<file path="src/sv/audio_band_spectrum_tap_macros.svh">
// assertion macros shared by the rtl files of the spectrum tap
// no dependencies; included by the modules that carry assertions
`ifndef AUDIO_BAND_SPECTRUM_TAP_MACROS_SVH
`define AUDIO_BAND_SPECTRUM_TAP_MACROS_SVH

// condition holds at every edge outside reset
`define ABST_ASSERT_ALWAYS(label, clk, rst_n, cond, msg) \
    label: assert property (@(posedge clk) disable iff (!rst_n) (cond)) \
        else $error(msg);

// antecedent at one edge implies consequent at the next edge
`define ABST_ASSERT_NEXT(label, clk, rst_n, ante, cons, msg) \
    label: assert property (@(posedge clk) disable iff (!rst_n) (ante) |=> (cons)) \
        else $error(msg);

`endif

</file>
<file path="src/sv/abst_pkg.sv">
// shared types, widths and constants of the spectrum tap
// no dependencies
`default_nettype none

package abst_pkg;

    localparam int BANDS_DEF       = 16;
    localparam int SCOPE_DEPTH_DEF = 256;
    localparam int DECIMATION_DEF  = 8;

    localparam int KIND_W       = 2;
    localparam int SAMPLE_W     = 16;
    localparam int BAND_IDX_W   = 4;
    localparam int SCOPE_BACK_W = 8;
    localparam int LEVEL_W      = 24;
    localparam int STAGE_W      = 25;
    localparam int ALPHA_W      = 16;

    // envelope fall and idle decay factors, q0.16
    localparam logic [12:0] FALL_Q16 = 13'd5243;
    localparam logic [15:0] IDLE_Q16 = 16'd39322;

    typedef enum logic [KIND_W-1:0] {
        KIND_AUDIO = 2'd0,
        KIND_BAND  = 2'd1,
        KIND_SCOPE = 2'd2,
        KIND_NONE  = 2'd3
    } t_kind;

    typedef enum logic [3:0] {
        ST_IDLE,
        ST_LOAD,
        ST_MUL,
        ST_STORE,
        ST_DRAIN,
        ST_ENV,
        ST_AGE,
        ST_ADDR,
        ST_READ,
        ST_DONE
    } t_state;

    typedef struct packed {
        logic load;
        logic step;
        logic store;
    } t_bank_ctl;

    typedef struct packed {
        logic update;
        logic rotate;
        logic decay;
    } t_env_ctl;

    typedef struct packed {
        logic frame;
        logic age_load;
        logic age_step;
        logic addr;
        logic read;
    } t_scope_ctl;

endpackage

`default_nettype wire

</file>
<file path="src/sv/abst_scope.sv">
// scope ring: group phase, held mean, write pointer and the scope memory
// depends on abst_pkg and audio_band_spectrum_tap_macros.svh
`default_nettype none
`include "audio_band_spectrum_tap_macros.svh"

module abst_scope import abst_pkg::*; #(
    parameter int SCOPE_DEPTH = SCOPE_DEPTH_DEF,
    parameter int DECIMATION  = DECIMATION_DEF
) (
    input  logic                       i_clk,
    input  logic                       i_rst_n,
    input  t_scope_ctl                 i_ctl,
    input  logic signed [SAMPLE_W-1:0] i_left,
    input  logic signed [SAMPLE_W-1:0] i_right,
    input  logic                       i_chunk_start,
    input  logic [SCOPE_BACK_W-1:0]    i_scope_back,
    output logic                       o_age_ok,
    output logic signed [SAMPLE_W-1:0] o_sample
);

    localparam int PTR_W = $clog2(SCOPE_DEPTH);
    localparam int PH_W  = $clog2(DECIMATION);
    localparam int AGE_W = (SCOPE_BACK_W > PTR_W + 1) ? SCOPE_BACK_W : PTR_W + 1;
    localparam logic [AGE_W-1:0] DEPTH_A   = AGE_W'(SCOPE_DEPTH);
    localparam logic [PTR_W:0]   DEPTH_P   = (PTR_W + 1)'(SCOPE_DEPTH);
    localparam logic [PTR_W:0]   DEPTH_M1  = (PTR_W + 1)'(SCOPE_DEPTH - 1);
    localparam logic [PTR_W-1:0] PTR_LAST  = PTR_W'(SCOPE_DEPTH - 1);
    localparam logic [PH_W-1:0]  PH_LAST   = PH_W'(DECIMATION - 1);

    logic [SAMPLE_W-1:0] r_mem [SCOPE_DEPTH];
    logic [PTR_W-1:0]    r_ptr;
    logic                r_filled;
    logic [PH_W-1:0]     r_phase;
    logic [SAMPLE_W-1:0] r_held;
    logic [AGE_W-1:0]    r_age;
    logic [PTR_W-1:0]    r_idx;
    logic                r_idx_ok;
    logic [SAMPLE_W-1:0] r_rdata;
    logic                r_rd_ok;

    logic [PH_W-1:0]     phase;
    logic [SAMPLE_W:0]   sum;
    logic [SAMPLE_W:0]   sum_adj;
    logic                do_write;
    logic [PTR_W:0]      idx_raw;
    logic [PTR_W:0]      idx_wrap;

    assign phase    = i_chunk_start ? '0 : r_phase;
    assign sum      = {i_left[SAMPLE_W-1], i_left} + {i_right[SAMPLE_W-1], i_right};
    // round toward zero: bias negatives by one before the halving
    assign sum_adj  = sum + {{SAMPLE_W{1'b0}}, sum[SAMPLE_W]};
    assign do_write = i_ctl.frame && (phase == PH_LAST);
    assign o_age_ok = r_age < DEPTH_A;
    assign idx_raw  = {1'b0, r_ptr} + (DEPTH_M1 - {1'b0, r_age[PTR_W-1:0]});
    assign idx_wrap = (idx_raw >= DEPTH_P) ? idx_raw - DEPTH_P : idx_raw;
    assign o_sample = r_rd_ok ? r_rdata : '0;

    always_ff @(posedge i_clk) begin
        if (!i_rst_n) begin
            r_ptr    <= '0;
            r_filled <= 1'b0;
            r_phase  <= '0;
            r_held   <= '0;
        end else if (i_ctl.frame) begin
            if (phase == '0) begin
                r_held <= sum_adj[SAMPLE_W:1];
            end
            if (do_write) begin
                r_ptr <= (r_ptr == PTR_LAST) ? '0 : r_ptr + 1'b1;
                if (r_ptr == PTR_LAST) begin
                    r_filled <= 1'b1;
                end
            end
            r_phase <= (phase == PH_LAST) ? '0 : phase + 1'b1;
        end
    end

    always_ff @(posedge i_clk) begin
        if (do_write) begin
            r_mem[r_ptr] <= r_held;
        end
        if (i_ctl.read) begin
            r_rdata <= r_mem[r_idx];
            r_rd_ok <= r_idx_ok;
        end
    end

    // age modulo depth by repeated subtraction, then pointer arithmetic
    always_ff @(posedge i_clk) begin
        if (i_ctl.age_load) begin
            r_age <= AGE_W'(i_scope_back);
        end else if (i_ctl.age_step && !o_age_ok) begin
            r_age <= r_age - DEPTH_A;
        end
        if (i_ctl.addr) begin
            r_idx    <= idx_wrap[PTR_W-1:0];
            r_idx_ok <= r_filled || (idx_wrap[PTR_W-1:0] < r_ptr);
        end
    end

    `ABST_ASSERT_ALWAYS(a_ptr_range, i_clk, i_rst_n, r_ptr <= PTR_LAST, "scope pointer out of range")
    `ABST_ASSERT_NEXT(a_ptr_moves, i_clk, i_rst_n, do_write, r_ptr != $past(r_ptr), "scope write did not advance pointer")
    `ABST_ASSERT_NEXT(a_filled_sticky, i_clk, i_rst_n, r_filled, r_filled, "scope fill mark dropped")

endmodule

`default_nettype wire

</file>
<file path="config.mk">
export PLATFORM = sky130hd
export DESIGN_NAME = abst_scope
export DESIGN_NICKNAME = d
export VERILOG_FILES = /design/src/sv/abst_pkg.sv /design/src/sv/abst_scope.sv
export VERILOG_INCLUDE_DIRS = /design/src /design/src/sv
export SDC_FILE = /design/constraint.sdc
export NUM_CORES = 2
export LEC_CHECK = 0
export BUFFER_PORTS_ARGS = -buffer_cell sky130_fd_sc_hd__clkbuf_2
export CORE_ASPECT_RATIO = 1.2
export CORE_MARGIN = 2
export CORE_UTILIZATION = 45
export DETAILED_ROUTE_END_ITERATION = 10
export HOLD_SLACK_MARGIN = 0.06
export PLACE_DENSITY = 0.65
export RECOVER_POWER = 25
export SKIP_LAST_GASP = 1
export SLEW_MARGIN = 40
export SYNTH_ARGS = -nofsm -noshare
export SYNTH_HDL_FRONTEND = slang
export SYNTH_SLANG_ARGS = --single-unit
</file>
<file path="constraint.sdc">
create_clock -name i_clk -period 6.1 [get_ports i_clk]
set_input_delay 0.305 -clock i_clk [delete_from_list [all_inputs] [get_ports i_clk]]
set_output_delay 0.305 -clock i_clk [all_outputs]
set_load 0.05 [all_outputs]
</file>
==> flow_metrics.env <==
export IMPL_run_status="complete, but fails checks"
export IMPL_violations="max-capacitance violations, max-slew violations"
export IMPL_final_core_util_pct=51.1
export IMPL_cp_required_ps=6180
export IMPL_ratio_of_final_minimum_period_to_clock_period_pct=82.7
export IMPL_post_route_min_period_ps=5050
export IMPL_setup_total_negative_slack_ps=0
export IMPL_core_region_area_um2=356000
export IMPL_firstDrtPassIters=5
export IMPL_main_combinational_cell_family_by_area_after_synthesis="multiplexers"
export IMPL_count_of_mapped_cells_out_of_synthesis=6719
export IMPL_finalWirelength_mm=402
export IMPL_worst_path_max_delay_cell="clkbuf_1"
export IMPL_clock_skew_final_ps=53.1
export IMPL_use_met3_pct=3.71
export IMPL_gr_ovfl_total=0
export IMPL_via_count_of_the_first_global_routing_pass=75400
export IMPL_postRouteAntennaNets=0
export IMPL_synth_xor_xnor_area_share_pct=0.158
export IMPL_setup_worst_path_end_class="register"
export IMPL_critical_path_class="reg2reg"
export IMPL_report_final_hold_viol_count=0
export IMPL_synthesis_area_per_instance_um2=23.9
export IMPL_syn2layout_area_growth_pct=13.3
export IMPL_floorplan_rows=240
export IMPL_gr_usage_all_layers_pct=22.1
export IMPL_worstPathMaxFanout=81
export IMPL_tightestPinTransition_ps=4200
export IMPL_synth_compound_area_share_pct=0.906
export IMPL_grt_max_degree=191
export IMPL_worst_hold_path_num_cells=2
export IMPL_setup_slack_ps=1050
export IMPL_synth_yosys_warnings=0
export IMPL_worst_endpoint_arrival_ps=5120
export IMPL_p_per_area_nw_per_um2=329
export IMPL_global_route_wire_length_before_repair_mm=569
export IMPL_synth_simple_area_share_pct=1.51
export IMPL_critical_path_cell_count=1
export IMPL_min_delay_path_class="in2reg"
export IMPL_yosys_most_used_dff="edfxtp_1"
export IMPL_tritoncts_num_buffers=386
export IMPL_cts_repair_resize_count=0
export IMPL_timing_hold_ws_ps=116
export IMPL_cts_tree="built"
export IMPL_critical_path_cell_chain="clkbuf_1"
export IMPL_initialDrtViolationCount=9110
export IMPL_vdd_ir_drop_worst_mv=0.269
export IMPL_synth_seq_area_share_pct=77.7
export IMPL_setup_viol=0
export IMPL_maximum_buffer_depth_of_the_clock_tree=4
export IMPL_dp_slack_ps=1450
export IMPL_maxClockFrequency_mhz=198
export IMPL_synth_seq_cells=4159
export IMPL_floorplan_die_height_um=658
export IMPL_cpPeakStageDelay_ps=2910
export IMPL_htree_num_levels=5
export IMPL_rsz0062_at_grt="false"
export IMPL_route_detailed_drc=0
export IMPL_clock_sinks=4159
export IMPL_cts_root_buf="clkbuf_16"
export IMPL_final_max_slew_viol_count=1677
export IMPL_most_common_layout_cells="4130 x edfxtp_1, 1280 x mux4_2, 391 x clkbuf_16"
export IMPL_drv_max_cap_violation_count=28
export IMPL_timing_critical_path_from_type="register"
export IMPL_finalNetCount=7317
export IMPL_io_pin_count=65
export IMPL_drive_above_1_share_pct=31.2
export IMPL_floorplan_initialDensity_pct=45.1
export IMPL_global_route_usage_met2_pct=36.4
export IMPL_path_clk_slew_ps=70
export IMPL_synth_fa_ha_area_share_pct=0.314
export IMPL_r2r_worst_path_cells=1
export IMPL_placedCellCount=11500
export IMPL_path_buf_inv=1
export IMPL_cp_top_delay_family="buffers and inverters"
export IMPL_place_congestion=0.838
export IMPL_grt_antenna_before_repair=19
export IMPL_power_static_leakage_nw=56.9
export IMPL_slew_headroom_pct=-180
export IMPL_grt_busiest_layer="met2"
export IMPL_die_area_um2=361000
export IMPL_layout_commonest_cell="edfxtp_1"
export IMPL_asyncSetResetFlopFracSynth_pct=0
export IMPL_mappedNetlistNets=6806
export IMPL_die_width_um=549
export IMPL_via_count=75400
export IMPL_clkLatencyLatePin_ps=940
export IMPL_synth_mux_area_share_pct=18.4
export IMPL_via_per_inst=6.14
export IMPL_post_drt_wl_per_cell_um=32.8
export IMPL_port_buffers=64
export IMPL_syn_area_um2=160000
export IMPL_yosysUniqueCellTypes=69
export IMPL_synth_enable_flop_cells=4130
export IMPL_instances_no_fill=12300
export IMPL_hpwlAfterDp_mm=232
export IMPL_grt_use_met1_pct=30.2
layer usage:
metal,vias up,routed length [µm]
met5,-,56
met4,8,13900
met3,621,32500
met2,3650,200000
met1,41200,156000
li1,29900,-
synthesized netlist by cell type, types with 10 or more instances:
cell	count	area share [%]
edfxtp_1	4130	77
mux4_2	1280	18
nor2_1	304	0.71
clkbuf_1	222	0.52
buf_2	110	0.34
mux2i_1	68	0.42
nand3_1	60	0.19
a22oi_1	48	0.22
nand2_1	47	0.11
buf_1	40	0.094
a21oi_1	37	0.12
ha_1	37	0.29
a31oi_1	35	0.14
inv_1	30	0.070
dfxtp_1	29	0.36
nand2b_1	24	0.094
and2_1	21	0.082
nor2b_1	20	0.078
xnor2_1	19	0.10
a221oi_1	16	0.087
nor3_1	14	0.044
o21ai_0	14	0.044
a211oi_1	10	0.047
xor2_1	10	0.055
timing repair:
action | in CTS | in global routing
endpoints found under the hold margin | 52 | 0
hold buffers | 25 | 0
setup buffers | 0 | 0
logic make-up (layout without fill, tap and decap cells):
group	count (synthesis)	in the layout
flops	4159	4159
mux	1348	1348
simple gates	532	532
buf+inv	406	1228
compound gates	206	206
fa+ha+maj	39	39
xor+xnor	29	29
other cells	0	10
state kept, by name (all words and copies together) (netlist names):
signal,cells
r_age,9
r_phase,3
r_ptr,8
r_held,16
r_filled,1
r_rdata,16
r_idx,8
r_idx_ok,1
r_rd_ok,1
r_mem,4096
layout make-up:
class | count | area, µm²
antenna | 10 | 25.0
clock buffer | 486 | 10200
multi-input combinational | 2154 | 34500
fill | 27200 | 174000
inverter | 30 | 113
clock inverter | 213 | 2150
timing repair buffer | 499 | 4380
tap | 4719 | 5900
sequential | 4159 | 125000
where the power goes:
group / internal (W) / switching [W]
Combinational: 0.00143 / 0.00244
Sequential: 0.0320 / 0.000186
Clock: 0.0133 / 0.0104
metrics by stage:
step / total power, W / cell area [µm²]
after floorplan: 0.0352 / 160000
after global placement: 0.0365 / 169000
after detailed placement: 0.0367 / 169000
after CTS: 0.0602 / 182000
after global routing: 0.0615 / 182000
final: 0.0598 / 182000
path summary, 6_finish.rpt:
check                  startpoint           end  slack (ps)
setup / recovery        r_held[5]  r_mem[30][5]        1050
hold / removal    i_scope_back[3]      r_age[3]         120
setup reg to reg        r_held[5]  r_mem[30][5]        1050
hold reg to reg          r_idx_ok       r_rd_ok         490
Note: power is estimated with default switching activity, not from simulation.
