`config.mk`:
```
export PLATFORM = sky130hd
export DESIGN_NAME = abst_bank
export DESIGN_NICKNAME = d
export VERILOG_FILES = /design/src/sv/audio_band_spectrum_tap_macros.svh /design/src/sv/abst_pkg.sv /design/src/sv/abst_bank.sv
export SDC_FILE = /design/constraint.sdc
export NUM_CORES = 1
export LEC_CHECK = 0
export BUFFER_PORTS_ARGS = -buffer_cell sky130_fd_sc_hd__buf_2
export CORE_ASPECT_RATIO = 1.5
export CORE_UTILIZATION = 60
export CTS_BUF_LIST = sky130_fd_sc_hd__clkbuf_4 sky130_fd_sc_hd__clkbuf_8
export DETAILED_ROUTE_END_ITERATION = 6
export GPL_TIMING_DRIVEN = 0
export PLACE_DENSITY = 0.77
export SETUP_SLACK_MARGIN = 0.05
export SLEW_MARGIN = 20
export SYNTH_ARGS = -nofsm -noshare
export SYNTH_HDL_FRONTEND = slang
export SYNTH_SLANG_ARGS = --single-unit
export TNS_END_PERCENT = 5
```
`constraint.sdc`:
```
create_clock -name i_clk -period 19.75 [get_ports i_clk]
set_input_delay 1.975 -clock i_clk [delete_from_list [all_inputs] [get_ports i_clk]]
set_output_delay 1.975 -clock i_clk [all_outputs]
set_load 0.01 [all_outputs]
```
`src/sv/audio_band_spectrum_tap_macros.svh`:
```
// assertion macros shared by the rtl files of the spectrum tap
// no dependencies; included by the modules that carry assertions
`ifndef AUDIO_BAND_SPECTRUM_TAP_MACROS_SVH
`define AUDIO_BAND_SPECTRUM_TAP_MACROS_SVH

// condition holds at every edge outside reset
`define ABST_ASSERT_ALWAYS(label, clk, rst_n, cond, msg) \
    label: assert property (@(posedge clk) disable iff (!rst_n) (cond)) \
        else $error(msg);

// antecedent at one edge implies consequent at the next edge
`define ABST_ASSERT_NEXT(label, clk, rst_n, ante, cons, msg) \
    label: assert property (@(posedge clk) disable iff (!rst_n) (ante) |=> (cons)) \
        else $error(msg);

`endif

```
`src/sv/abst_pkg.sv`:
```
// shared types, widths and constants of the spectrum tap
// no dependencies
`default_nettype none

package abst_pkg;

    localparam int BANDS_DEF       = 16;
    localparam int SCOPE_DEPTH_DEF = 256;
    localparam int DECIMATION_DEF  = 8;

    localparam int KIND_W       = 2;
    localparam int SAMPLE_W     = 16;
    localparam int BAND_IDX_W   = 4;
    localparam int SCOPE_BACK_W = 8;
    localparam int LEVEL_W      = 24;
    localparam int STAGE_W      = 25;
    localparam int ALPHA_W      = 16;

    // envelope fall and idle decay factors, q0.16
    localparam logic [12:0] FALL_Q16 = 13'd5243;
    localparam logic [15:0] IDLE_Q16 = 16'd39322;

    typedef enum logic [KIND_W-1:0] {
        KIND_AUDIO = 2'd0,
        KIND_BAND  = 2'd1,
        KIND_SCOPE = 2'd2,
        KIND_NONE  = 2'd3
    } t_kind;

    typedef enum logic [3:0] {
        ST_IDLE,
        ST_LOAD,
        ST_MUL,
        ST_STORE,
        ST_DRAIN,
        ST_ENV,
        ST_AGE,
        ST_ADDR,
        ST_READ,
        ST_DONE
    } t_state;

    typedef struct packed {
        logic load;
        logic step;
        logic store;
    } t_bank_ctl;

    typedef struct packed {
        logic update;
        logic rotate;
        logic decay;
    } t_env_ctl;

    typedef struct packed {
        logic frame;
        logic age_load;
        logic age_step;
        logic addr;
        logic read;
    } t_scope_ctl;

endpackage

`default_nettype wire

```
`src/sv/abst_bank.sv`:
```
// low-pass stage ring with a bit-serial alpha multiplier and alpha rom
// depends on abst_pkg
`default_nettype none

module abst_bank import abst_pkg::*; #(
    parameter int BANDS = BANDS_DEF
) (
    input  logic                       i_clk,
    input  logic                       i_rst_n,
    input  t_bank_ctl                  i_ctl,
    input  logic [$clog2(BANDS+1)-1:0] i_stage,
    input  logic signed [STAGE_W-1:0]  i_x,
    output logic [STAGE_W-1:0]         o_mag
);

    localparam int SW = $clog2(BANDS + 1);

    localparam logic [63:0] Q30_ONE    = 64'd1073741824;
    localparam logic [63:0] LN2_Q30    = 64'd744261118;
    localparam logic [63:0] TWO_PI_Q30 = 64'd6746518852;
    localparam logic [63:0] RATE_HZ    = 64'd44100;
    localparam logic [63:0] BASE_HZ    = 64'd60;
    localparam logic [63:0] OCTAVES    = 64'd7;
    localparam logic [63:0] CAP_PCT    = 64'd45;

    function automatic logic [63:0] mul_q30(input logic [63:0] a, input logic [63:0] b);
        return (a * b + 64'd536870912) >> 30;
    endfunction

    // exp(x) or exp(-x), q30, twenty terms
    function automatic logic [63:0] exp_series(input logic [63:0] x, input logic neg);
        logic [63:0] t;
        logic [63:0] p;
        logic [63:0] m;
        t = Q30_ONE;
        p = Q30_ONE;
        m = 64'd0;
        t = mul_q30(t, x) / 64'd1;  if (neg) m = m + t; else p = p + t;
        t = mul_q30(t, x) / 64'd2;  p = p + t;
        t = mul_q30(t, x) / 64'd3;  if (neg) m = m + t; else p = p + t;
        t = mul_q30(t, x) / 64'd4;  p = p + t;
        t = mul_q30(t, x) / 64'd5;  if (neg) m = m + t; else p = p + t;
        t = mul_q30(t, x) / 64'd6;  p = p + t;
        t = mul_q30(t, x) / 64'd7;  if (neg) m = m + t; else p = p + t;
        t = mul_q30(t, x) / 64'd8;  p = p + t;
        t = mul_q30(t, x) / 64'd9;  if (neg) m = m + t; else p = p + t;
        t = mul_q30(t, x) / 64'd10; p = p + t;
        t = mul_q30(t, x) / 64'd11; if (neg) m = m + t; else p = p + t;
        t = mul_q30(t, x) / 64'd12; p = p + t;
        t = mul_q30(t, x) / 64'd13; if (neg) m = m + t; else p = p + t;
        t = mul_q30(t, x) / 64'd14; p = p + t;
        t = mul_q30(t, x) / 64'd15; if (neg) m = m + t; else p = p + t;
        t = mul_q30(t, x) / 64'd16; p = p + t;
        t = mul_q30(t, x) / 64'd17; if (neg) m = m + t; else p = p + t;
        t = mul_q30(t, x) / 64'd18; p = p + t;
        t = mul_q30(t, x) / 64'd19; if (neg) m = m + t; else p = p + t;
        t = mul_q30(t, x) / 64'd20; p = p + t;
        return (p > m) ? p - m : 64'd0;
    endfunction

    // alpha of one stage, q0.16, evaluated at elaboration only
    function automatic logic [ALPHA_W-1:0] alpha_of(input int unsigned b);
        logic [63:0] cap;
        logic [63:0] e7;
        logic [63:0] whole;
        logic [63:0] frac;
        logic [63:0] p;
        logic [63:0] fc;
        logic [63:0] w;
        logic [63:0] e;
        logic [63:0] a;
        cap   = ((RATE_HZ * CAP_PCT) << 16) / 64'd100;
        e7    = OCTAVES * 64'(b);
        whole = e7 / 64'(BANDS);
        frac  = LN2_Q30 * (e7 % 64'(BANDS)) / 64'(BANDS);
        p     = exp_series(frac, 1'b0);
        fc    = ((BASE_HZ * p) >> 14) << whole;
        if (fc > cap) fc = cap;
        w = (TWO_PI_Q30 * fc) / (RATE_HZ << 16);
        e = exp_series(w >> 3, 1'b1);
        e = mul_q30(e, e);
        e = mul_q30(e, e);
        e = mul_q30(e, e);
        if (e > Q30_ONE) e = Q30_ONE;
        a = (Q30_ONE - e + 64'd8192) >> 14;
        if (a > 64'd65535) a = 64'd65535;
        return a[ALPHA_W-1:0];
    endfunction

    logic [ALPHA_W-1:0] alpha_tab [BANDS+1];

    for (genvar g = 0; g <= BANDS; g++) begin : g_alpha
        localparam logic [ALPHA_W-1:0] ALPHA = alpha_of(g);
        assign alpha_tab[g] = ALPHA;
    end

    // stage ring, head is the stage being worked on
    logic signed [STAGE_W-1:0] r_lp [BANDS+1];
    logic signed [STAGE_W:0]   r_delta;
    logic signed [STAGE_W:0]   r_acc;
    logic [ALPHA_W-1:0]        r_alpha_sh;
    logic signed [STAGE_W-1:0] r_prev;
    logic signed [STAGE_W-1:0] r_last;
    logic [STAGE_W-1:0]        r_mag;

    logic signed [STAGE_W+1:0] acc_sum;
    logic signed [STAGE_W:0]   n_sum;
    logic signed [STAGE_W-1:0] n_lp;
    logic signed [STAGE_W:0]   diff;
    logic [STAGE_W:0]          diff_abs;

    // one alpha bit per step, halving keeps the floor exact
    assign acc_sum  = {r_acc[STAGE_W], r_acc}
                    + (r_alpha_sh[0] ? {r_delta[STAGE_W], r_delta} : '0);
    assign n_sum    = {r_lp[0][STAGE_W-1], r_lp[0]} + r_acc;
    assign n_lp     = n_sum[STAGE_W-1:0];
    assign diff     = {r_prev[STAGE_W-1], r_prev} - {r_last[STAGE_W-1], r_last};
    assign diff_abs = diff[STAGE_W] ? -diff : diff;
    assign o_mag    = r_mag;

    always_ff @(posedge i_clk) begin
        if (!i_rst_n) begin
            for (int i = 0; i <= BANDS; i++) begin
                r_lp[i] <= '0;
            end
        end else if (i_ctl.store) begin
            for (int i = 0; i < BANDS; i++) begin
                r_lp[i] <= r_lp[i+1];
            end
            r_lp[BANDS] <= n_lp;
        end
    end

    always_ff @(posedge i_clk) begin
        if (i_ctl.load) begin
            r_delta    <= {i_x[STAGE_W-1], i_x} - {r_lp[0][STAGE_W-1], r_lp[0]};
            r_alpha_sh <= alpha_tab[i_stage];
            r_acc      <= '0;
        end else if (i_ctl.step) begin
            r_acc      <= acc_sum[STAGE_W+1:1];
            r_alpha_sh <= r_alpha_sh >> 1;
        end
        if (i_ctl.store) begin
            r_last <= n_lp;
            r_prev <= r_last;
        end
        r_mag <= diff_abs[STAGE_W-1:0];
    end

endmodule

`default_nettype wire

```
==> impl_summary.log <==
[metrics] Critical Path Sink Type: flop
[metrics] average size of a mapped cell: between 10 and 15 sq um
[metrics] total global routing track utilization: 0.249
[metrics] type of the worst min-delay path: reg -> reg
[metrics] power density cells: 100 nW/um^2
[metrics] kind of cell adding the most delay to the critical path: buffers and inverters
[metrics] CTS Hold Bufs: 0
[metrics] area of the die: 44900 sq um
[metrics] top cell types by occurrence after synthesis: 517 x sky130_fd_sc_hd__edfxtp_1, 425 x sky130_fd_sc_hd__and3_1, 114 x sky130_fd_sc_hd__clkbuf_1
[metrics] # placed instances: 2735
[metrics] number of max-slew violations in the final report: 0
[metrics] transition time at the pin with the least slew margin: 1080 ps
[metrics] horizontal die dimension: 173 um
[metrics] post-route cell area: 29300 sq um
[metrics] final wirelength: 54900 um
[metrics] # Post-CTS Setup Buffers: 0
[metrics] tightest slew margin relative to the limit: 0.281
[metrics] count of buffers from port buffering: 56
[metrics] number of hold violations in the final report: 0
[metrics] clock transition at the registers of the reported paths: 70 ps
[metrics] largest area contributor in the synthesized netlist: sky130_fd_sc_hd__edfxtp_1
[metrics] arrival time worst endpoint: 5490 ps
[metrics] routed via count divided by cell count: between 5 and 6
[metrics] overall power: between 2000 and 3000 uW
[metrics] maximum number of pins on one net before global-route repair: roughly 60
[metrics] highest cell delay on the worst timing path: 530 ps
[metrics] number of failing setup endpoints in the final timing report: 0
[metrics] fin crit period: about 5200 ps
[metrics] Netlist cell types: 75
[metrics] total half-perimeter wirelength after legalization and detailed placement: 39000 um
[metrics] I/O pin cnt: 60
[metrics] critical-path maximum fanout: 60
[metrics] count of H-tree levels built during CTS: 3
[metrics] maximum operating frequency: 193 MHz
[metrics] outcome: complete, no violations
[metrics] setup repair after global routing missed its margin: false
[metrics] number of antenna violations at the first check in global routing: 1
[metrics] number of synthesized register bits: 568
[metrics] CTS max path bufs: 3
[metrics] Synth async-reset ratio: 0
[metrics] count of flip-flops with a built-in enable after synthesis: 517
[metrics] total overflow reported by the global router: 0
[metrics] clock group share of total power: 0.327
[metrics] number of gates resized after cts: 0
[metrics] part of the Yosys area used for sequential elements: 0.627
[metrics] number of nets with antenna violations after detailed routing: 0
[metrics] final worst-path cycle share: 0.262
[metrics] relative contribution of combinational cells to total power: 0.168
[metrics] synthesis-to-finish area growth: 10.9%
[metrics] routed length per placed instance: between 15 and 20 um
[metrics] cell leakage power: 0.0131 uW
[metrics] switching power share of the total: 0.266
[metrics] total placed instance area: approximately 28000 sq um
[metrics] CTS buffer count: about 80
[metrics] CTS tree: done
[metrics] number of nets in the finished design: 2393
[metrics] top-area cell type share of the netlist area: 0.588
[metrics] # Max-Cap Violations: 0
[metrics] cells traversed along the worst timing path: buf_2 -> buf_12 -> clkbuf_1 -> clkbuf_1 -> nand2b_4 -> buf_12 -> buf_16 -> buf_16 -> buf_12 -> buf_12
[metrics] post-layout utilization of the core: 0.678
[metrics] sequential share of power: 0.505
[metrics] Worst path slowest cell: sky130_fd_sc_hd__nand2b_4
[metrics] CORE AREA: approximately 43000 sq um
[metrics] number of nets produced by synthesis: about 2200
[metrics] CTS root buf: sky130_fd_sc_hd__clkbuf_8
[metrics] Clock Skews: about 17 ps
[metrics] first-pass GRT wire length: 87100 um
[metrics] Std-Cell Rows: 93
[metrics] worst path required time: 20060 ps
[metrics] worst path bufs/invs: 9
[metrics] instance count of the mapped netlist: 2100
[metrics] ratio of cells with drive above 1 in the final layout: 0.0943
[metrics] Detailed Route Iter0 Violations: ~1400
[metrics] most used cell along the critical path: sky130_fd_sc_hd__buf_12
[metrics] TritonCTS Sinks: roughly 570
[metrics] path type of the worst setup path: in -> reg
[metrics] via count of the first global-routing pass: 16800
[metrics] most numerous cell in the Yosys netlist: sky130_fd_sc_hd__edfxtp_1
[metrics] top area cells in the synthesized netlist: sky130_fd_sc_hd__edfxtp_1 59%, sky130_fd_sc_hd__and3_1 10%, sky130_fd_sc_hd__ha_1 5.0%
[metrics] RePlAce Congestion: 0.888
[metrics] Max VDD drop: 0.0000745 V
[metrics] initial core utilization: 0.611
[metrics] post-synthesis cell area: 26400 sq um
[metrics] first-pass iteration count of the detailed router: 7
[metrics] number of design rule violations left after detail routing: 0
[metrics] commonest register cell after synthesis: sky130_fd_sc_hd__edfxtp_1
[metrics] Vert. Die Dim: between 200 and 300 um
[metrics] net switching power: between 700 and 800 uW
[metrics] final std cells w/o fill: 2883
[metrics] Yosys Warn Count: 0
[metrics] Critical Path Start Type: input port
[metrics] Sum Neg Setup Slack: 0 ps
[metrics] Clk Latency, worst-skew pair: between 600 and 700 ps
[metrics] count of vias placed by the detailed router: about 17000
[metrics] Int Pwr: 2150 uW
worst reg2reg max path: cells and delay by family, from the launching register on:
| family | cells | cell delay (ps) |
|---|---|---|
| adder cells (fa/ha/maj) | 1 | 470 |
| buffers and inverters | 1 | 480 |
| flip-flops | 1 | 630 |
| AO/OA/AOI/OAI | 7 | 1540 |
| AND/OR/NAND/NOR | 3 | 830 |
final timing paths:
check	startpoint	endpoint	slack, ps	cells past startpoint
max	i_ctl[0]	r_lp[0][164]	14570	10
min reg2reg	r_last[18]	r_prev[18]	450	0
min	r_last[18]	r_prev[18]	450	0
max reg2reg	r_alpha_sh[0]	r_acc[23]	15670	12
registers in the layout (all words and copies together) (netlist names):
| signal | cells |
|---|---|
| r_lp | 425 |
| r_prev | 25 |
| o_mag | 25 |
| r_alpha_sh | 16 |
| r_delta | 26 |
| r_acc | 26 |
| r_last | 25 |
power groups by stage:
| stage | Combinational [uW] | Clock (uW) | Sequential, uW |
|---|---|---|---|
| after global placement | 470 | 0 | 1530 |
| after detailed placement | 489 | 0 | 1500 |
| final | 493 | 958 | 1480 |
| after CTS | 492 | 974 | 1480 |
| after floorplan | 342 | 0 | 1520 |
| after global routing | 543 | 1020 | 1490 |
per-layer routing:
metal | global-route usage | vias up | wire length (um)
met2 | 0.458 | 459 | 29000
met1 | 0.289 | 8219 | 21300
met3 | 0.0288 | 129 | 2160
met4 | 0.123 | 0 | 2340
li1 | - | 8199 | -
met5 | 0 | - | 0
layout make-up:
cell class | count | area [sq um]
fill | 3083 | 13900
inverter | 94 | 353
clock buffer | 105 | 1330
sequential | 568 | 16500
multi-input combinational | 1316 | 9050
buffer | 122 | 460
clock inverter | 41 | 342
antenna | 1 | 2.50
tap | 570 | 713
timing repair buffer | 66 | 495
cell usage in the layout, fill, tap and decap left out, types with 8 or more instances in the layout:
cell type / netlist / routed
sky130_fd_sc_hd__nand2_1: 75 / 75
sky130_fd_sc_hd__clkbuf_8: 0 / 86
sky130_fd_sc_hd__buf_12: 0 / 8
sky130_fd_sc_hd__xor2_1: 26 / 26
sky130_fd_sc_hd__dfxtp_1: 51 / 51
sky130_fd_sc_hd__clkinv_2: 0 / 11
sky130_fd_sc_hd__o31ai_1: 12 / 12
sky130_fd_sc_hd__xnor2_1: 65 / 65
sky130_fd_sc_hd__buf_2: 2 / 58
sky130_fd_sc_hd__clkinv_1: 1 / 22
sky130_fd_sc_hd__nor3_1: 30 / 30
sky130_fd_sc_hd__mux2i_1: 13 / 13
sky130_fd_sc_hd__edfxtp_1: 517 / 517
sky130_fd_sc_hd__and3_1: 425 / 425
sky130_fd_sc_hd__nand3_1: 26 / 26
sky130_fd_sc_hd__a31oi_1: 18 / 18
sky130_fd_sc_hd__o21ai_0: 43 / 43
sky130_fd_sc_hd__nor2b_1: 13 / 13
sky130_fd_sc_hd__inv_1: 93 / 93
sky130_fd_sc_hd__ha_1: 105 / 105
sky130_fd_sc_hd__nand2b_1: 17 / 16
sky130_fd_sc_hd__o21bai_1: 8 / 8
sky130_fd_sc_hd__a21o_1: 45 / 45
sky130_fd_sc_hd__clkbuf_1: 114 / 114
sky130_fd_sc_hd__clkbuf_4: 0 / 19
sky130_fd_sc_hd__a21oi_1: 83 / 83
sky130_fd_sc_hd__nand4_1: 8 / 8
sky130_fd_sc_hd__and2_1: 32 / 32
sky130_fd_sc_hd__a211oi_1: 14 / 14
sky130_fd_sc_hd__nor2_1: 96 / 96
sky130_fd_sc_hd__o21a_1: 25 / 25
through the flow:
step                hold slack [ps]  worst slack (ps)
global route                    462             14310
finish                          445             14570
CTS                             445             14340
detailed placement              435             13680
global placement                433              2370
floorplan                       426              6270
kinds of logic after synthesis:
| family | after synthesis | synth area share |
|---|---|---|
| compound gates | 337 | 0.0879 |
| fa+ha+maj | 109 | 0.0528 |
| flops | 568 | 0.627 |
| buf+inv | 216 | 0.0308 |
| simple gates | 761 | 0.164 |
| xor+xnor | 92 | 0.0308 |
| mux | 17 | 0.00664 |
Power figures use the tool's default switching activity.
