[src/sv/audio_band_spectrum_tap_macros.svh]
// assertion macros shared by the rtl files of the spectrum tap
// no dependencies; included by the modules that carry assertions
`ifndef AUDIO_BAND_SPECTRUM_TAP_MACROS_SVH
`define AUDIO_BAND_SPECTRUM_TAP_MACROS_SVH

// condition holds at every edge outside reset
`define ABST_ASSERT_ALWAYS(label, clk, rst_n, cond, msg) \
    label: assert property (@(posedge clk) disable iff (!rst_n) (cond)) \
        else $error(msg);

// antecedent at one edge implies consequent at the next edge
`define ABST_ASSERT_NEXT(label, clk, rst_n, ante, cons, msg) \
    label: assert property (@(posedge clk) disable iff (!rst_n) (ante) |=> (cons)) \
        else $error(msg);

`endif

[src/sv/abst_pkg.sv]
// shared types, widths and constants of the spectrum tap
// no dependencies
`default_nettype none

package abst_pkg;

    localparam int BANDS_DEF       = 16;
    localparam int SCOPE_DEPTH_DEF = 256;
    localparam int DECIMATION_DEF  = 8;

    localparam int KIND_W       = 2;
    localparam int SAMPLE_W     = 16;
    localparam int BAND_IDX_W   = 4;
    localparam int SCOPE_BACK_W = 8;
    localparam int LEVEL_W      = 24;
    localparam int STAGE_W      = 25;
    localparam int ALPHA_W      = 16;

    // envelope fall and idle decay factors, q0.16
    localparam logic [12:0] FALL_Q16 = 13'd5243;
    localparam logic [15:0] IDLE_Q16 = 16'd39322;

    typedef enum logic [KIND_W-1:0] {
        KIND_AUDIO = 2'd0,
        KIND_BAND  = 2'd1,
        KIND_SCOPE = 2'd2,
        KIND_NONE  = 2'd3
    } t_kind;

    typedef enum logic [3:0] {
        ST_IDLE,
        ST_LOAD,
        ST_MUL,
        ST_STORE,
        ST_DRAIN,
        ST_ENV,
        ST_AGE,
        ST_ADDR,
        ST_READ,
        ST_DONE
    } t_state;

    typedef struct packed {
        logic load;
        logic step;
        logic store;
    } t_bank_ctl;

    typedef struct packed {
        logic update;
        logic rotate;
        logic decay;
    } t_env_ctl;

    typedef struct packed {
        logic frame;
        logic age_load;
        logic age_step;
        logic addr;
        logic read;
    } t_scope_ctl;

endpackage

`default_nettype wire

[src/sv/abst_env.sv]
// band envelope ring: peak follower update and read pass with idle decay
// depends on abst_pkg
`default_nettype none

module abst_env import abst_pkg::*; #(
    parameter int BANDS = BANDS_DEF
) (
    input  logic               i_clk,
    input  logic               i_rst_n,
    input  t_env_ctl           i_ctl,
    input  logic [STAGE_W-1:0] i_mag,
    output logic [LEVEL_W-1:0] o_env_new
);

    logic [LEVEL_W-1:0] r_env [BANDS];

    logic [LEVEL_W-1:0] head;
    logic               rise;
    logic [STAGE_W-1:0] rise_diff;
    logic [STAGE_W-1:0] rise_val;
    logic [LEVEL_W-1:0] fall_diff;
    logic [36:0]        fall_prod;
    logic [39:0]        idle_prod;
    logic [LEVEL_W-1:0] n_env;

    assign head      = r_env[0];
    assign rise      = i_mag > {1'b0, head};
    assign rise_diff = i_mag - {1'b0, head};
    assign rise_val  = {1'b0, head} + {1'b0, rise_diff[STAGE_W-1:1]};
    assign fall_diff = head - i_mag[LEVEL_W-1:0];
    assign fall_prod = 37'(fall_diff) * 37'(FALL_Q16);
    assign idle_prod = 40'(head) * 40'(IDLE_Q16);

    always_comb begin
        priority if (i_ctl.update) begin
            n_env = rise ? rise_val[LEVEL_W-1:0]
                         : head - {3'b000, fall_prod[36:16]};
        end else if (i_ctl.decay) begin
            n_env = idle_prod[39:16];
        end else begin
            n_env = head;
        end
    end

    assign o_env_new = n_env;

    always_ff @(posedge i_clk) begin
        if (!i_rst_n) begin
            for (int i = 0; i < BANDS; i++) begin
                r_env[i] <= '0;
            end
        end else if (i_ctl.update || i_ctl.rotate) begin
            for (int i = 0; i < BANDS - 1; i++) begin
                r_env[i] <= r_env[i+1];
            end
            r_env[BANDS-1] <= n_env;
        end
    end

endmodule

`default_nettype wire

[config.mk]
export PLATFORM = sky130hd
export DESIGN_NAME = abst_env
export DESIGN_NICKNAME = d
export VERILOG_FILES = /design/src/sv/audio_band_spectrum_tap_macros.svh /design/src/sv/abst_pkg.sv /design/src/sv/abst_env.sv
export SDC_FILE = /design/constraint.sdc
export NUM_CORES = 1
export LEC_CHECK = 0
export BUFFER_PORTS_ARGS = -buffer_cell sky130_fd_sc_hd__buf_2
export CAP_MARGIN = 20
export CORE_ASPECT_RATIO = 0.8
export CORE_MARGIN = 8
export CORE_UTILIZATION = 55
export CTS_CLUSTER_SIZE = 24
export DETAILED_ROUTE_END_ITERATION = 8
export PLACE_DENSITY = 0.8
export SLEW_MARGIN = 30
export SYNTH_ARGS = -nofsm -noshare
export SYNTH_HDL_FRONTEND = slang
export SYNTH_SLANG_ARGS = --single-unit
[constraint.sdc]
create_clock -name i_clk -period 21.9 [get_ports i_clk]
set_input_delay 2.19 -clock i_clk [delete_from_list [all_inputs] [get_ports i_clk]]
set_output_delay 2.19 -clock i_clk [all_outputs]
set_load 0.02 [all_outputs]
==> reports/metrics.yaml, run 1 <==
run_status: "completed"
core.rowCount: 77
max_freq_ghz: 0.0625
die-area_um2: 63900
synthMostInstantiatedCell: "inv_1"
net_total_in_the_final_layout: 3437
grt_antenna_before_repair: 0
gr-total-overflow: 0
layout_cell_share_with_drive_strength_beyond_1: 0.0531
gr-usage-met3: 0.0501
regMostFlops: "r_env"
drt.antenna.violating_nets: 0
finalWirelength_um: 68000
cp_max_fo: 6
antenna-diode-count: 0
synth_nets: 3411
number_of_synthesized_flops_with_an_enable_pin: 384
dominantRegCellSynth: "edfxtp_1"
die_y_um: 228
tritoncts: "built"
timing.critical_path.buf_inv: 8
worst_setup_path_end_kind: "output port"
groute.layer.met1.usage: 0.325
design.portCount: 54
htree_num_levels: 1
slew_headroom: 0.337
timing_hold_violations_final: 0
clock_sink_count: 384
vias_per_cell: 5.51
maxCapViolations: 0
reg.largest.list: "r_env x384"
yosys_register_bits: 384
min_period_over_period: 0.730
synth_cells: 2776
chip_width_um: 281
post_synth.cell_area_avg_um2: 11.1
proportion_of_synthesized_flip_flops_having_asynchronous_set_or_reset: 0
clkLatencyLatePin_ps: 560
post_cts.repair.setup_buffers: 0
ctsResizeCount: 0
synthesis.yosys.warnings: 0
track_usage: 0.212
post_detailed_placement_cell_area_um2: 31900
worst_clock_skew_ps: 17.6
share_of_yosys_cell_area_claimed_by_the_top_area_cell_type: 0.374
dr_iter_0_viols: 1692
fillers: 4506
port-buffer-count: 53
areaGrowthSynthToFinish_pct: 6.93
finalSetupViolCount: 0
synthDistinctLibCells: 76
seq_area_frac_synth: 0.374
cts-root-to-sink-buffers: 3
setup_repair_after_global_routing_missed_its_margin: "no"
worst_setup_path_category: "in2out"
cts.reportedPaths.clkPinSlew_ps: 70
final.setup.tns_ps: 0
grt_pass1_wl_um: 108000
cts-hold-fix-buffers: 0
synth_commonest_cells: "inv_1, and2_1, edfxtp_1"
drcViolationCount: 0
pin_count_of_the_biggest_net_entering_global_routing: 241
grt.busiest_layer: "met1"
globalplace.congestion: 0.959
synth.area.top_cells: "edfxtp_1, ha_1, fa_1"
grtUsageMet2: 0.309
postLayoutCellArea_um2: 33000
syn_area_um2: 30800
core_region_area_um2: 55300
cp_top_family: "compound AO/OA/AOI/OAI gates"
min_period_ps: 15990
finalMaxSlewViolations: 0
cts_buf_count: 29
timing.critical_path.mode_cell: "inv_1"
largest_reg_flops: 384
critPathLaunchType: "input port"
slowest_cp_cell: "xor2_1"
floorplan.initialDensity: 0.557
cp_data_required_time_ps: 19710
clockRootBuffer: "clkbuf_16"
grt_pass1_vias: 20000
timing_worst_slew_pin_value_ps: 987
firstDrtPassIters: 5
via_count: 19700
place_hpwl_um: 52800
wire_per_inst_um: 19.0
critical_path.max_stage_delay_ps: 680
synth_top_area_cell: "edfxtp_1"
holdCritPathClass: "reg2reg"
timing.critical_path.arrival_ps: 13800
-- cells in the final DEF, fill, tap and decap left out, types with 15 or more instances in the layout --
cell | Yosys | routed
nor3_1 | 44 | 44
inv_1 | 473 | 473
o21ai_0 | 67 | 64
fa_1 | 230 | 230
nor2b_1 | 15 | 15
edfxtp_1 | 384 | 384
o21a_1 | 22 | 22
buf_2 | 1 | 52
a21oi_1 | 110 | 108
nand2b_1 | 16 | 16
xnor2_1 | 69 | 66
buf_4 | 0 | 19
ha_1 | 375 | 375
and2_1 | 399 | 399
or3_1 | 15 | 15
clkbuf_16 | 0 | 29
nor2_1 | 63 | 62
xor2_1 | 53 | 50
a21o_1 | 74 | 74
nand3_1 | 28 | 28
nand2_1 | 67 | 66
-- worst reg2reg max path, delay by kind of cell, from the launching register on --
kind	cells	cell delay [ps]
AOI/OAI and AO/OA	21	5210
xor gates and xnor gates	2	850
adders and majority gates	9	3610
buffers and inverters	7	670
DFF	1	580
muxes	1	110
and+or+nand+nor	6	1070
-- cell families after synthesis --
group | synth area share
fa+ha+maj | 0.302
buf+inv | 0.0678
compound gates | 0.0870
simple gates | 0.131
xor+xnor | 0.0354
mux | 0.00333
flops | 0.374
-- per-layer routing --
| layer | up-vias | share of wire |
|---|---|---|
| met5 | - | 0 |
| met4 | 0 | 0.016 |
| met3 | 88 | 0.084 |
| met2 | 592 | 0.42 |
| met1 | 9666 | 0.48 |
| li1 | 9369 | - |
-- worst paths after layout --
check	start	endpoint	slack, ps	cells past startpoint
worst max register to register	r_env[0][0]	r_env[0][383]	9580	46
worst min-delay path	r_env[0][205]	r_env[0][181]	510	1
worst max-delay path	i_mag[1]	o_env_new[23]	5910	48
worst min register to register	r_env[0][205]	r_env[0][181]	510	1
-- through the flow --
| stage | hold slack (ps) | util | cells | setup WS (ps) |
|---|---|---|---|---|
| 2_1_floorplan | 497 | - | 2776 | 8100 |
| 3_3_place_gp | 498 | 0.577 | 3521 | 6360 |
| 3_5_place_dp | 502 | 0.578 | 3521 | 6160 |
| 4_1_cts | 515 | 0.595 | 3575 | 6110 |
| 5_1_grt | 531 | 0.596 | 3575 | 5350 |
| 6_report | 514 | 0.596 | 3575 | 5910 |
-- final cells by class --
cell class | instances | area (um^2) | share of cell area
clock buffers | 35 | 748 | 0.0227
clock inverters | 19 | 231 | 0.00702
inverters | 474 | 1780 | 0.0540
multi-input cells | 1838 | 17300 | 0.524
flip-flops and latches | 384 | 11500 | 0.350
well taps | 750 | 938 | 0.0285
repair buffers | 75 | 457 | 0.0139
Power of run 1 is not shown: default switching activity piles up to over one toggle a cycle in this logic, so the estimate is an artifact.
==> inputs of run 2 (changes only) <==
--- a/config.mk
+++ b/config.mk
@@ -5,6 +5,7 @@
 export SDC_FILE = /design/constraint.sdc
 export NUM_CORES = 1
 export LEC_CHECK = 0
+export ABC_AREA = 1
 export BUFFER_PORTS_ARGS = -buffer_cell sky130_fd_sc_hd__buf_2
 export CAP_MARGIN = 20
 export CORE_ASPECT_RATIO = 0.8
==> constraint.sdc (replaced) <==
create_clock -name i_clk -period 15.6 [get_ports i_clk]
set_input_delay 1.56 -clock i_clk [delete_from_list [all_inputs] [get_ports i_clk]]
set_output_delay 1.56 -clock i_clk [all_outputs]
set_load 0.02 [all_outputs]
==> reports/metrics.yaml, run 2 <==
min_period_over_period: 0.862
synth.area.top_cells: "edfxtp_1, ha_1, fa_1"
cp_max_fo: 8  # +2
timing.critical_path.mode_cell: "inv_1"
post_detailed_placement_cell_area_um2: 34200  # +7.0%
tritoncts: "built"
core.rowCount: 80  # +3.9%
areaGrowthSynthToFinish_pct: 7.39
finalSetupViolCount: 0  # unchanged
yosys_register_bits: 384  # unchanged
antenna-diode-count: 0  # unchanged
grt_antenna_before_repair: 2  # +2
grt_pass1_vias: 23900  # +19%
synthesis.yosys.warnings: 0  # unchanged
slowest_cp_cell: "xor2_1"
largest_reg_flops: 384  # unchanged
finalWirelength_um: 90300  # +33%
cts_buf_count: 37  # +28%
cts-root-to-sink-buffers: 3  # unchanged
post_synth.cell_area_avg_um2: 8.78  # -21%
run_status: "completed"
timing_worst_slew_pin_value_ps: 979  # -7.39 ps
mostFrequentLayoutCells: "inv_1, nand2_1, edfxtp_1, ha_1, nor2_1"
pin_count_of_the_biggest_net_entering_global_routing: 199  # -17%
worst_setup_path_category: "in2out"
worst_setup_path_end_kind: "output port"
synthMuxAreaShare: 0.000303  # -0.00303
clockRootBuffer: "clkbuf_16"
die_y_um: 235  # +3.3%
floorplan.initialDensity: 0.555  # -0.00278
die-area_um2: 68200  # +6.7%
globalplace.congestion: 1.04  # +8.0%
chip_width_um: 290  # +3.3%
core_region_area_um2: 59600  # +7.7%
post_synth_xor_area_fraction: 0.0258  # -0.00956
drt.antenna.violating_nets: 0  # unchanged
synthMostInstantiatedCell: "inv_1"
layout_cell_share_with_drive_strength_beyond_1: 0.0529  # -0.000150
reg.largest.list: "r_env x384"
synthDistinctLibCells: 55  # -28%
holdCritPathClass: "reg2reg"
min_period_ps: 13450
timing.critical_path.arrival_ps: 11890  # -1910 ps
synth_adder_area_share: 0.281  # -0.0205
ctsResizeCount: 0  # unchanged
synth_top_family_by_area: "adder cells"
synth-compound-area-share: 0.0719  # -0.0151
design.portCount: 54  # unchanged
clock_sink_count: 384  # unchanged
critical_path.max_stage_delay_ps: 650  # -30 ps
fillers: 5095  # +13%
share_of_yosys_cell_area_claimed_by_the_top_area_cell_type: 0.349  # -0.0250
port-buffer-count: 53  # unchanged
postLayoutCellArea_um2: 35500  # +7.6%
post_cts.repair.setup_buffers: 0  # unchanged
multi_input_area_um2: 17200  # -0.28%
final.setup.tns_ps: 0  # unchanged
synth_top_area_cell: "edfxtp_1"
proportion_of_synthesized_flip_flops_having_asynchronous_set_or_reset: 0  # unchanged
cts-hold-fix-buffers: 0  # unchanged
net_total_in_the_final_layout: 4442  # +29%
vias_per_cell: 5.30  # -3.9%
critPathLaunchType: "input port"
number_of_synthesized_flops_with_an_enable_pin: 384  # unchanged
via_count: 24400  # +24%
gr-total-overflow: 0  # unchanged
max_freq_ghz: 0.0744
worst_clock_skew_ps: 9.46  # -8.18 ps
place_hpwl_um: 73300  # +39%
area.sequential_um2: 11500  # unchanged
synthSimpleGateAreaFrac: 0.141  # +0.0105
wire_per_inst_um: 19.6  # +3.0%
drcViolationCount: 0  # unchanged
setup_repair_after_global_routing_missed_its_margin: "no"
cts.reportedPaths.clkPinSlew_ps: 60  # about the same
cp_data_required_time_ps: 14040  # -5670 ps
dr_iter_0_viols: 2702  # +60%
slew_headroom: 0.345  # +0.00833
synth_nets: 4397  # +29%
track_usage: 0.263  # +0.0512
syn_area_um2: 33000  # +7.2%
finalMaxSlewViolations: 0  # unchanged
synth_commonest_cells: "inv_1, nand2_1, edfxtp_1"
maxCapViolations: 0  # unchanged
grt_pass1_wl_um: 139000  # +28%
clkLatencyLatePin_ps: 540  # -20 ps
regMostFlops: "r_env"
firstDrtPassIters: 6  # +1
dominantRegCellSynth: "edfxtp_1"
htree_num_levels: 2  # +1
seq_area_frac_synth: 0.349  # -0.0250
most_common_cell_after_layout_fill_and_taps_aside: "inv_1"
synth_cells: 3762  # +36%
timing_hold_violations_final: 0  # unchanged
[run 2: cell count changes after synthesis, moves of 16 or more]
cell      change
nand2_1     +486
nor2_1      +309
nand2_2      +17
and2_1      -399
xnor2_1      -41
nand3_1      +40
clkbuf_1     -26
a21oi_1      +98
inv_1       +592
o21ai_0      +44
nand2b_1     -16
nand4_1      +20
nor3_1       -28
a21o_1       -59
[run 2: logic make-up after synthesis]
logic type | after synthesis
compound gates | 426
buf+inv | 1141
flops | 384
fa+ha+maj | 605
simple gates | 1111
mux | 1
xor+xnor | 94
[run 2: worst paths after layout]
kind                                     from            end  slack [ps]  cells past startpoint
worst max-delay path                 i_mag[2]  o_env_new[21]        2150                     45
worst min-delay path            r_env[0][280]  r_env[0][256]         500                      2
worst min register to register  r_env[0][280]  r_env[0][256]         500                      2
worst max register to register    r_env[0][0]  r_env[0][381]        4400                     42
[run 2: routing by layer]
| metal | vias to the layer above | wire length (um) | part of all wire | track usage |
|---|---|---|---|---|
| li1 | 11800 | - | - | - |
| met1 | 11600 | 42600 | 0.47 | 0.396 |
| met2 | 1019 | 34600 | 0.38 | 0.356 |
| met3 | 102 | 11300 | 0.13 | 0.101 |
| met4 | 2 | 1750 | 0.019 | 0.0508 |
| met5 | - | 13 | 0.00014 | 0 |
[run 2: area by class of cell]
type,instances,area share
multi-input cells,2237,0.486
flip-flops and latches,384,0.325
inverters,1080,0.114
well taps,779,0.0275
clock buffers,42,0.0272
repair buffers,67,0.0121
clock inverters,24,0.00822
[run 2: stage by stage]
| stage | hold slack [ps] | util | worst slack [ps] | cells |
|---|---|---|---|---|
| final | 502 | 0.596 | 2150 | 4613 |
| after global routing | 512 | 0.596 | 1620 | 4613 |
| after CTS | 500 | 0.595 | 2420 | 4612 |
| after detailed placement | 488 | 0.574 | 2470 | 4546 |
| after global placement | 482 | 0.573 | 2470 | 4544 |
| after floorplan | 481 | - | 4440 | 3762 |
[run 2: critical path: cells and delay by family]
kind,cells,cell delay (ps)
AOI/OAI and AO/OA,13,3330
xor gates and xnor gates,4,1220
adders and majority gates,8,3400
buffers and inverters,10,1070
and+or+nand+nor,10,1290
Power of run 2 is left out for the same reason.
==> inputs of run 3 (changes only) <==
--- a/config.mk
+++ b/config.mk
@@ -5,7 +5,6 @@
 export SDC_FILE = /design/constraint.sdc
 export NUM_CORES = 1
 export LEC_CHECK = 0
-export ABC_AREA = 1
 export BUFFER_PORTS_ARGS = -buffer_cell sky130_fd_sc_hd__buf_2
 export CAP_MARGIN = 20
 export CORE_ASPECT_RATIO = 0.8
@@ -18,3 +17,4 @@
 export SYNTH_ARGS = -nofsm -noshare
 export SYNTH_HDL_FRONTEND = slang
 export SYNTH_SLANG_ARGS = --single-unit
+export TNS_END_PERCENT = 1
==> reports/metrics.yaml, run 3 (same netlist as run 1, synthesis figures left out) <==
run_status: "completed"
worst_setup_path_category: "in2out"
cts.reportedPaths.clkPinSlew_ps: 70  # about the same
placed_cells: 3526  # -22%
post_cts.repair.setup_buffers: 0  # unchanged
drcViolationCount: 0  # unchanged
cp_data_required_time_ps: 14040  # about the same
pin_count_of_the_biggest_net_entering_global_routing: 241  # +21%
cp_top_family: "compound AO/OA/AOI/OAI gates"
port-buffer-count: 53  # unchanged
grt_antenna_before_repair: 0  # -2
track_usage: 0.213  # -0.0500
areaGrowthSynthToFinish_pct: 6.70
vias_per_cell: 5.47  # +3.1%
chip_width_um: 281  # -3.2%
hold_path.startpoint: "r_env[0][126]"
critical_path.max_stage_delay_ps: 660  # about the same
worst_setup_path_end_kind: "output port"
slew_headroom: 0.318  # -0.0270
dr_iter_0_viols: 1757  # -35%
timing_hold_violations_final: 0  # unchanged
most_common_cell_after_layout_fill_and_taps_aside: "inv_1"
timing.hold.worst_path_depth: 1  # -1
holdCritPathClass: "reg2reg"
tritoncts: "built"
ctsResizeCount: 0  # unchanged
worst_clock_skew_ps: 16.9  # +7.41 ps
fillers: 4503  # -12%
finalSetupViolCount: 0  # unchanged
min_period_ps: 14620  # +1170 ps
min_period_over_period: 0.937  # +0.0751
layout_cell_share_with_drive_strength_beyond_1: 0.0502  # -0.00279
clkLatencyLatePin_ps: 560  # +20 ps
timing.critical_path.buf_inv: 8  # -2
core.rowCount: 77  # -3.8%
timing.critical_path.arrival_ps: 13060  # +1170 ps
core_region_area_um2: 55300  # -7.1%
clockRootBuffer: "clkbuf_16"
timing.reg2reg.setup_slack_ps: 3440  # -960 ps
holdPathEnd: "r_env[0][102]"
design.portCount: 54  # unchanged
finalMaxSlewViolations: 0  # unchanged
slowest_cp_cell: "xor2_1"
grt_pass1_wl_um: 108000  # -22%
timing_worst_slew_pin_value_ps: 1020  # +43.8 ps
cts_buf_count: 30  # -19%
cts-hold-fix-buffers: 0  # unchanged
wire_per_inst_um: 19.0  # -3.0%
max_freq_ghz: 0.0684  # -8.0%
reg.largest.list: "r_env x384"
globalplace.congestion: 0.947  # -8.6%
via_count: 19600  # -20%
fin_util: 0.595  # -0.000834
finalWirelength_um: 68000  # -25%
grt_pass1_vias: 19900  # -17%
floorplan.initialDensity: 0.557  # +0.00278
die-area_um2: 63900  # -6.3%
net_total_in_the_final_layout: 3443  # -22%
die_y_um: 228  # -3.2%
cp_max_fo: 6  # -2
firstDrtPassIters: 6  # unchanged
mostFrequentLayoutCells: "inv_1, and2_1, edfxtp_1, ha_1, fa_1"
hold_slack_ps: 516  # +13.8 ps
drt.antenna.violating_nets: 0  # unchanged
largest_reg_flops: 384  # unchanged
cts-root-to-sink-buffers: 3  # unchanged
worstReg2RegStart: "r_env[0][0]"
place_hpwl_um: 52900  # -28%
setup_repair_after_global_routing_missed_its_margin: "no"
regMostFlops: "r_env"
reg2reg_depth: 48  # +14%
critPathLaunchType: "input port"
htree_num_levels: 1  # -1
timing.critical_path.mode_cell: "inv_1"
maxCapViolations: 0  # unchanged
reg2reg_to: "r_env[0][383]"
final_cell_count_no_fill: 3582  # -22%
gr-total-overflow: 0  # unchanged
clock_sink_count: 384  # unchanged
final.setup.tns_ps: 0  # unchanged
## run 3: through the flow
stage,cell area [um^2],setup WS [ps]
after floorplan,30800,3060
after global placement,32000,1240
after detailed placement,32000,1180
after CTS,32900,1130
after global routing,32900,242
final,32900,982
## run 3: cell type report
type | instances | area (um^2) | area share
multi-input combinational | 1838 | 17200 | 0.524
sequential | 384 | 11500 | 0.351
inverter | 474 | 1780 | 0.0541
tap | 750 | 938 | 0.0285
clock buffer | 39 | 785 | 0.0239
timing repair buffer | 80 | 498 | 0.0151
clock inverter | 16 | 108 | 0.00327
antenna | 1 | 2.50 | 0.0000761
## run 3: how the worst max path moves through the flow
stage,from,endpoint,cells after the start
after floorplan,i_mag[0],o_env_new[23],48
after global placement,i_mag[1],o_env_new[23],48
after detailed placement,i_mag[1],o_env_new[23],48
after CTS,i_mag[1],o_env_new[23],48
after global routing,i_mag[1],o_env_new[23],48
final,i_mag[1],o_env_new[23],48
## run 3: per-layer routing
layer	routed length, um	global-route usage	up-vias
li1	-	-	9390
met1	33200	0.329	9544
met2	28100	0.306	575
met3	5810	0.0521	68
met4	956	0.0346	0
met5	0	0	-
Power of run 3 is left out for the same reason.
